### src/hdl/ssnd_pkg.sv
`timescale 1ns / 1ps
// ----------------------------------------------------------------------------
// ssnd_pkg
// Shared widths, command and status codes, and cell interface types for the
// sorted set nearest-distance block.
// ----------------------------------------------------------------------------
package ssnd_pkg;

	localparam int CAPACITY = 64;
	localparam int KEY_W    = 32;
	localparam int CMD_W    = 2;
	localparam int STATUS_W = 3;
	localparam int COUNT_W  = 7;

	localparam logic [CMD_W-1:0] CMD_QUERY  = 2'd0;
	localparam logic [CMD_W-1:0] CMD_INSERT = 2'd1;
	localparam logic [CMD_W-1:0] CMD_ERASE  = 2'd2;

	localparam logic [STATUS_W-1:0] ST_OK        = 3'd0;
	localparam logic [STATUS_W-1:0] ST_DUP       = 3'd1;
	localparam logic [STATUS_W-1:0] ST_NOT_FOUND = 3'd2;
	localparam logic [STATUS_W-1:0] ST_FULL      = 3'd3;
	localparam logic [STATUS_W-1:0] ST_EMPTY     = 3'd4;

	// Shift controls broadcast to every cell
	typedef struct packed {
		logic ins;
		logic ers;
	} cell_ctl_t;

	// Per-cell compare results against the incoming key
	typedef struct packed {
		logic lt;   // valid and value below key
		logic gt;   // empty or value above key
		logic eq;   // valid and value equal to key
	} cell_flags_t;

endpackage

### src/hdl/ssnd_cell.sv
`timescale 1ns / 1ps
// ----------------------------------------------------------------------------
// ssnd_cell
// One slot of the sorted chain: holds a value and a valid bit, compares it to
// the key and takes a neighbor's contents when the chain shifts.
// ----------------------------------------------------------------------------
module ssnd_cell (
	input  logic                                clk,
	input  logic                                arst_n,
	input  logic signed [ssnd_pkg::KEY_W-1:0]   key,
	input  ssnd_pkg::cell_ctl_t                 ctl,
	input  logic                                left_gt,
	input  logic                                left_valid,
	input  logic signed [ssnd_pkg::KEY_W-1:0]   left_value,
	input  logic                                right_valid,
	input  logic signed [ssnd_pkg::KEY_W-1:0]   right_value,
	output logic                                valid,
	output logic signed [ssnd_pkg::KEY_W-1:0]   value,
	output ssnd_pkg::cell_flags_t               flags
);
	import ssnd_pkg::*;

	logic                    valid_q;
	logic signed [KEY_W-1:0] value_q;
	logic                    valid_d;
	logic signed [KEY_W-1:0] value_d;

	assign valid    = valid_q;
	assign value    = value_q;
	assign flags.lt = valid_q && (value_q < key);
	assign flags.gt = !valid_q || (value_q > key);
	assign flags.eq = valid_q && (value_q == key);

	always_comb begin
		valid_d = valid_q;
		value_d = value_q;
		if (ctl.ins) begin
			// cells past the insertion point take the left neighbor
			if (left_gt) begin
				valid_d = left_valid;
				value_d = left_value;
			end else if (flags.gt) begin
				valid_d = 1'b1;
				value_d = key;
			end
		end else if (ctl.ers) begin
			// close the gap from the matching cell onward
			if (!flags.lt) begin
				valid_d = right_valid;
				value_d = right_value;
			end
		end
	end

	always_ff @(posedge clk or negedge arst_n) begin
		if (!arst_n) begin
			valid_q <= 1'b0;
			value_q <= '0;
		end else begin
			valid_q <= valid_d;
			value_q <= value_d;
		end
	end

endmodule

### config.mk
export PLATFORM = sky130hd
export DESIGN_NAME = ssnd_cell
export DESIGN_NICKNAME = d
export VERILOG_FILES = /design/src/hdl/ssnd_pkg.sv /design/src/hdl/ssnd_cell.sv
export SDC_FILE = /design/constraint.sdc
export NUM_CORES = 1
export LEC_CHECK = 0
export BUFFER_PORTS_ARGS = -buffer_cell sky130_fd_sc_hd__buf_2
export CAP_MARGIN = 10
export CORE_MARGIN = 5
export CORE_UTILIZATION = 51
export DETAILED_ROUTE_END_ITERATION = 10
export GPL_TIMING_DRIVEN = 0
export PLACE_DENSITY = 0.91
export SLEW_MARGIN = 20
export SYNTH_ARGS = -nofsm -noshare
export SYNTH_HDL_FRONTEND = slang
export SYNTH_SLANG_ARGS = --single-unit
### constraint.sdc
create_clock -name clk -period 7.2 [get_ports clk]
set_input_delay 1.44 -clock clk [delete_from_list [all_inputs] [get_ports clk]]
set_output_delay 1.44 -clock clk [all_outputs]
set_load 0.01 [all_outputs]
==> results.py, run 1 <==
metrics = {
    "outcome": {
        "outcome": "complete, no violations",
    },
    "floorplan": {
        "die_y_um": 85.5,
        "io_pins": 139,
        "start_util_pct": 52.5,
        "die_w_um": 85.5,
        "core_area_um2": 5540,
        "placementRows": 27,
        "die_area_um2": 7310,
    },
    "setup_path": {
        "worstPathCellList": "buf_2 -> inv_1 -> ha_1 -> a21oi_1 -> o21ai_0 -> a211oi_1 -> nand2_1 -> o21ai_0 -> nor3b_1 -> nor2_1 -> buf_2",
        "worstPathRequired_ns": 5.76,
        "crit_slowest_cell": "a211oi_1",
        "cp_max_fo": 5,
        "crit_path_end_kind": "output pin",
        "slowest_delay_ns": 0.56,
        "r2r_cells": 9,
        "worstPathArrival_ns": 3.64,
        "path_class": "primary input to output pin",
        "start_kind": "primary input",
    },
    "synth": {
        "ys_top_cells_by_area": "dfrtp_1 28%, o221ai_2 15%, ha_1 14%",
        "synth-seq-area-share_pct": 28.4,
        "netlist_instances": 311,
        "yosys_warnings": 0,
        "netlist_area_um2": 2910,
        "avgSynthCellArea_um2": 9.35,
        "synth_edf_count": 0,
        "synth_top_cell_area_share_pct": 28.4,
        "ys.flop_type": "dfrtp_1",
        "yosysUniqueCellTypes": 36,
        "postSynth.asyncResetShare_pct": 100,
        "synth_area_leader_cell": "dfrtp_1",
        "netlist_top_cells_count": "67 x inv_1, 41 x nand2_1, 33 x dfrtp_1",
        "ys_seq_elements": 33,
        "synth_most_common_cell": "inv_1",
        "synth_fp_nets": 446,
    },
    "final_layout": {
        "drive_gt1_share_pct": 40.4,
        "antenna_cells": 0,
        "stdcell_area_um2": 3770,
        "area_growth_pct": 29.6,
        "nNetsFinal": 590,
        "fillers": 453,
    },
    "clock_tree": {
        "root_buffer": "clkbuf_8",
        "cts.path.max_buffers": 2,
        "cts_resized": 0,
        "htree_num_levels": 2,
        "numCtsBuffers": 5,
        "path_clk_slew_ns": 0.07,
        "cts_sinks": 33,
        "clk_latency_ns": 0.28,
        "cts-hold-fix-buffers": 0,
        "cts_tree": "yes",
        "cts_setup_buffers": 0,
    },
    "sta": {
        "max_freq_mhz": 197,
        "finalSetupTns_ns": 0,
        "finalHoldViolations": 0,
        "holdWs_ns": 0.584,
        "rsz0062_at_grt": "false",
        "fin_crit_ns": 5.08,
        "fin_ws_ns": 2.12,
        "setup_viol": 0,
        "finalCritPeriodShare_pct": 70.5,
        "timing.slew.headroom_pct": 47.3,
        "worst_slew_pin_slew_ns": 0.790,
        "finalClockSkew_ns": 0.00764,
        "final_max_slew_viol_count": 0,
    },
    "drt": {
        "wl_per_cell_um": 15.3,
        "drc": 0,
        "avgViaCountPerCell": 5.34,
        "first_pass_iters": 4,
        "drt_wl_total_um": 8060,
        "ant_nets": 0,
        "drt-initial-drc-count": 65,
        "vias": 2813,
    },
    "power_and_ir_drop": {
        "finalPower_mw": 1.23,
        "p_leak_nw": 2.07,
        "power.density_nw_per_um2": 325,
        "peakVddDrop_mv": 0.202,
    },
    "global_route": {
        "first_global_vias": 2929,
        "grt_pass1_wl_um": 13300,
        "antenna_found_initial": 0,
        "grt_util_all_layers_pct": 22.5,
        "gr-total-overflow": 0,
        "grt_max_degree": 34,
    },
    "placement": {
        "placed_area_um2": 3680,
        "gp_congestion": 0.873,
        "hpwlAfterDp_um": 6570,
        "dp_slack_ns": 2.14,
        "io_buffers": 137,
    },
    "hold_path": {
        "hold_depth": 2,
        "hold_path.class": "flop to flop",
    },
    "job": {
        "cap_violations": 0,
    },
}
[per-layer routing]
metal / global-route usage, % / wire, um / vias up
met3: 5.19 / 603 / 9
met5: 0 / 0 / -
met2: 41.5 / 4010 / 99
li1: - / - / 1392
met1: 26.3 / 3330 / 1313
met4: 5.04 / 121 / 0
[cell usage in the layout (no fill, tap or decap), drive strengths merged, types with 2 or more instances in the layout]
cell and n:
ha 32, inv 67, nand4 10, a21o 5, nand2 41, nor3 3
mux2i 32, o211a 2, nor2 3, a211oi 2, dfrtp 33, nand3 2
nor2b 2, nor4 2, clkbuf 14, a21oi 12, o21ai 7, buf 143
o221ai 32
[critical path, delay by kind of cell]
family	cells	cell delay, ns
compound gates	4	1.03
fa+ha+maj	1	0.30
buf+inv	3	0.28
simple gates	3	0.60
[power breakdown]
part           internal (mW)  switching, mW  leakage [nW]
combinational          0.326          0.403          1.63
sequential             0.277         0.0762         0.396
clock                 0.0759         0.0680        0.0443
total                  0.679          0.547          2.07
[state kept, by name, summed over array words and instances, names as in the netlist]
name	flops
value	32
valid	1
[kinds of logic (layout without fill, tap and decap cells)]
| group | Yosys count | in the layout | share of synthesized area, % |
|---|---|---|---|
| flops | 33 | 33 | 28.4 |
| mux | 32 | 32 | 11.0 |
| simple gates | 68 | 68 | 11.2 |
| compound gates | 66 | 66 | 24.2 |
| buf+inv | 80 | 224 | 11.5 |
| fa+ha+maj | 32 | 32 | 13.8 |
[final cells by class]
cell class,instances,area [um2],share of cell area (%)
buffer,13,82.6,2.19
clock buffer,7,86.3,2.29
inverter,67,251,6.67
multi-input combinational,198,1750,46.4
sequential,33,826,21.9
tap,72,90.1,2.39
timing repair buffer,137,686,18.2
[path summary, 6_finish.rpt]
kind	startpoint	endpoint	slack [ns]
max	key[23]	flags[1]	2.12
max in group asynchronous	arst_n	value[20]	5.46
min	value[1]	value[1]	0.58
min reg2reg	value[1]	value[1]	0.58
min in group asynchronous	arst_n	value[19]	1.24
max reg2reg	value[23]	value[26]	4.43
[per-stage QoR]
stage	cells	util, %
after global placement	520	66.5
after floorplan	311	-
after detailed placement	520	66.5
after CTS	527	68.1
final	527	68.1
after global routing	527	68.1
Power figures use the tool's default switching activity.
==> run 2, diff against run 1 <==
- ABC_AREA: default -> 1
- CORE_UTILIZATION: 51 -> 47
- PLACE_DENSITY: 0.91 -> 0.86
- clock period: 7.2 -> 4.7 ns (I/O delays scaled with it)
==> run 2 against run 1 <==
Effect of this change:
- power increased by 9.0%
- synthesized area decreased by 3.8%
- via count increased by 13%
- critical path depth increased by 2
- sequential share of layout area increased by 0.40 points
- non-clock buffer count increased by 6
- cell count increased by 19%
- largest cell class unchanged
==> results.py, run 2 <==
metrics = {
    "outcome": {
        "outcome": "complete, no violations",
    },
    "synth": {
        "synth_most_common_cell": "nand2_1",
        "ys_top_cells_by_area": "dfrtp_1 30%, nand2_1 22%, ha_1 14%",
        "synth_edf_count": 0,
        "netlist_top_cells_count": "167 x nand2_1, 46 x inv_1, 37 x nand3_1",
        "synth_area_leader_cell": "dfrtp_1",
        "synth-seq-area-share_pct": 29.5,
        "yosysUniqueCellTypes": 24,
        "netlist_area_um2": 2800,
        "avgSynthCellArea_um2": 6.93,
        "synth_fp_nets": 539,
        "postSynth.asyncResetShare_pct": 100,
        "netlist_instances": 404,
        "ys.flop_type": "dfrtp_1",
        "yosys_warnings": 0,
        "ys_seq_elements": 33,
        "synth_top_cell_area_share_pct": 29.5,
    },
    "global_route": {
        "gr-total-overflow": 0,
        "first_global_vias": 3262,
        "grt_max_degree": 34,
        "met1_usage_pct": 30.1,
        "grt_util_all_layers_pct": 23.9,
        "use_met2_pct": 40.9,
        "antenna_found_initial": 0,
        "grt_pass1_wl_um": 14500,
        "top_usage_layer": "met2",
        "use_met3_pct": 3.41,
    },
    "sta": {
        "fin_crit_ns": 3.55,
        "rsz0062_at_grt": "false",
        "finalCritPeriodShare_pct": 75.6,
        "worst_slew_pin_slew_ns": 0.796,
        "setup_viol": 0,
        "finalClockSkew_ns": 0.00853,
        "max_freq_mhz": 281,
        "finalHoldViolations": 0,
        "timing.slew.headroom_pct": 47.0,
        "finalSetupTns_ns": 0,
        "final_max_slew_viol_count": 0,
    },
    "power_and_ir_drop": {
        "power.density_nw_per_um2": 361,
        "p_sw_share_pct": 40.8,
        "combPwrFrac_pct": 45.8,
        "p_leak_nw": 2.21,
        "peakVddDrop_mv": 0.186,
        "p_switching_mw": 0.545,
        "finalPower_mw": 1.34,
        "pwr-share-seq_pct": 32.4,
        "p_clk_share_pct": 21.8,
        "p_int_mw": 0.792,
    },
    "hold_path": {
        "hold_path.class": "flop to flop",
        "hold_path_startpoint": "value[15]",
        "hold_depth": 2,
    },
    "setup_path": {
        "reg2reg_to": "value[16]",
        "r2r_cells": 14,
        "path_class": "primary input to output pin",
        "crit_end": "flags[1]",
        "rr_startpoint": "value[31]",
        "worstSetupStartpoint": "key[31]",
        "worstPathCellList": "buf_2 -> inv_1 -> ha_1 -> nand2_1 -> nor2_2 -> nand2_1 -> nor4_4 -> nand2_1 -> nand3_1 -> nand3_2 -> nand2_2 -> inv_1 -> buf_2",
        "slowest_delay_ns": 0.34,
        "crit_top_cell": "nand2_1",
        "start_kind": "primary input",
        "crit_path_end_kind": "output pin",
        "cp_max_fo": 4,
        "r2r_slack_ns": 2.33,
        "worstPathRequired_ns": 3.76,
        "crit_slowest_cell": "ha_1",
        "worstPathArrival_ns": 2.61,
    },
    "clock_tree": {
        "root_buffer": "clkbuf_8",
        "cts-hold-fix-buffers": 0,
        "path_clk_slew_ns": 0.07,
        "htree_num_levels": 2,
        "cts.path.max_buffers": 2,
        "cts_setup_buffers": 0,
        "clk_latency_ns": 0.30,
        "cts_resized": 0,
        "numCtsBuffers": 5,
        "cts_tree": "yes",
        "cts_sinks": 33,
    },
    "drt": {
        "wl_per_cell_um": 13.8,
        "vias": 3177,
        "drt_wl_total_um": 8610,
        "drt-initial-drc-count": 153,
        "drc": 0,
        "first_pass_iters": 4,
        "ant_nets": 0,
        "avgViaCountPerCell": 5.08,
    },
    "job": {
        "cap_violations": 0,
    },
    "floorplan": {
        "core_area_um2": 5850,
        "start_util_pct": 47.8,
        "placementRows": 28,
        "die_w_um": 87.2,
        "io_pins": 139,
        "die_y_um": 87.2,
        "die_area_um2": 7600,
    },
    "final_layout": {
        "antenna_cells": 0,
        "area_growth_pct": 32.3,
        "layout.cells.non_filler": 625,
        "final_common_cell": "nand2_1",
        "largest_reg_flops": 32,
        "layout_common_cells": "167 x nand2_1, 141 x buf_2, 46 x inv_1, 37 x nand3_1, 33 x dfrtp_1",
        "drive_gt1_share_pct": 29.6,
        "fillers": 523,
        "nNetsFinal": 684,
    },
    "placement": {
        "hpwlAfterDp_um": 6870,
        "gp_congestion": 0.844,
        "dp_cells": 617,
        "io_buffers": 138,
    },
}
## run 2: cell count changes in the layout (fill, tap and decap cells not counted), moves of 21 or more
cell,delta
mux2i_1,-32
o211ai_1,+31
nand3_1,+35
nand2_1,+126
inv_1,-21
o221ai_2,-30
## run 2: kinds of logic (layout without fill, tap and decap cells)
family | after synthesis | after routing | synth area share [%]
flops | 33 | 33 | 29.5
fa+ha+maj | 32 | 32 | 14.3
simple gates | 223 | 223 | 33.8
buf+inv | 65 | 211 | 10.1
compound gates | 51 | 51 | 12.3
## run 2: critical path, delay by kind of cell
kind | cells | cell delay [ns]
and+or+nand+nor | 8 | 1.02
adders and majority gates | 1 | 0.34
buffers and inverters | 4 | 0.30
## run 2: routing by layer
layer	wire, um	part of all wire (%)
met4	219	2.5
met1	3560	41
met2	4330	50
met5	0	0
met3	498	5.8
## run 2: worst min path at each step
stage | endpoint
detailed placement | value[15]
global placement | value[19]
floorplan | value[0]
finish | value[15]
CTS | value[15]
global route | value[16]
## run 2: area by class of cell
cell class / instances / area (um2) / share of cell area [%]
plain buffers: 18 / 105 / 2.84
well taps: 75 / 93.8 / 2.53
clock buffers: 6 / 82.6 / 2.23
multi-input cells: 306 / 1690 / 45.7
clock inverters: 2 / 37.5 / 1.01
flip-flops and latches: 33 / 826 / 22.3
inverters: 47 / 176 / 4.76
repair buffers: 138 / 691 / 18.6
## run 2: stage by stage
step | worst slack, ns | instance area, um2 | util [%] | hold slack (ns)
after global placement | 1.21 | 3580 | 61.2 | 0.481
after detailed placement | 1.13 | 3580 | 61.2 | 0.491
after CTS | 1.13 | 3700 | 63.3 | 0.509
final | 1.15 | 3700 | 63.3 | 0.510
after floorplan | 1.61 | 2800 | - | 0.523
after global routing | 1.00 | 3700 | 63.3 | 0.533
## run 2: power groups by stage
| stage | sequential (mW) | combinational, mW | clock [mW] |
|---|---|---|---|
| 2_1_floorplan | 0.464 | 0.346 | 0 |
| 3_3_place_gp | 0.432 | 0.592 | 0 |
| 3_5_place_dp | 0.436 | 0.615 | 0 |
| 4_1_cts | 0.432 | 0.618 | 0.291 |
| 5_1_grt | 0.444 | 0.700 | 0.306 |
| 6_report | 0.433 | 0.612 | 0.292 |
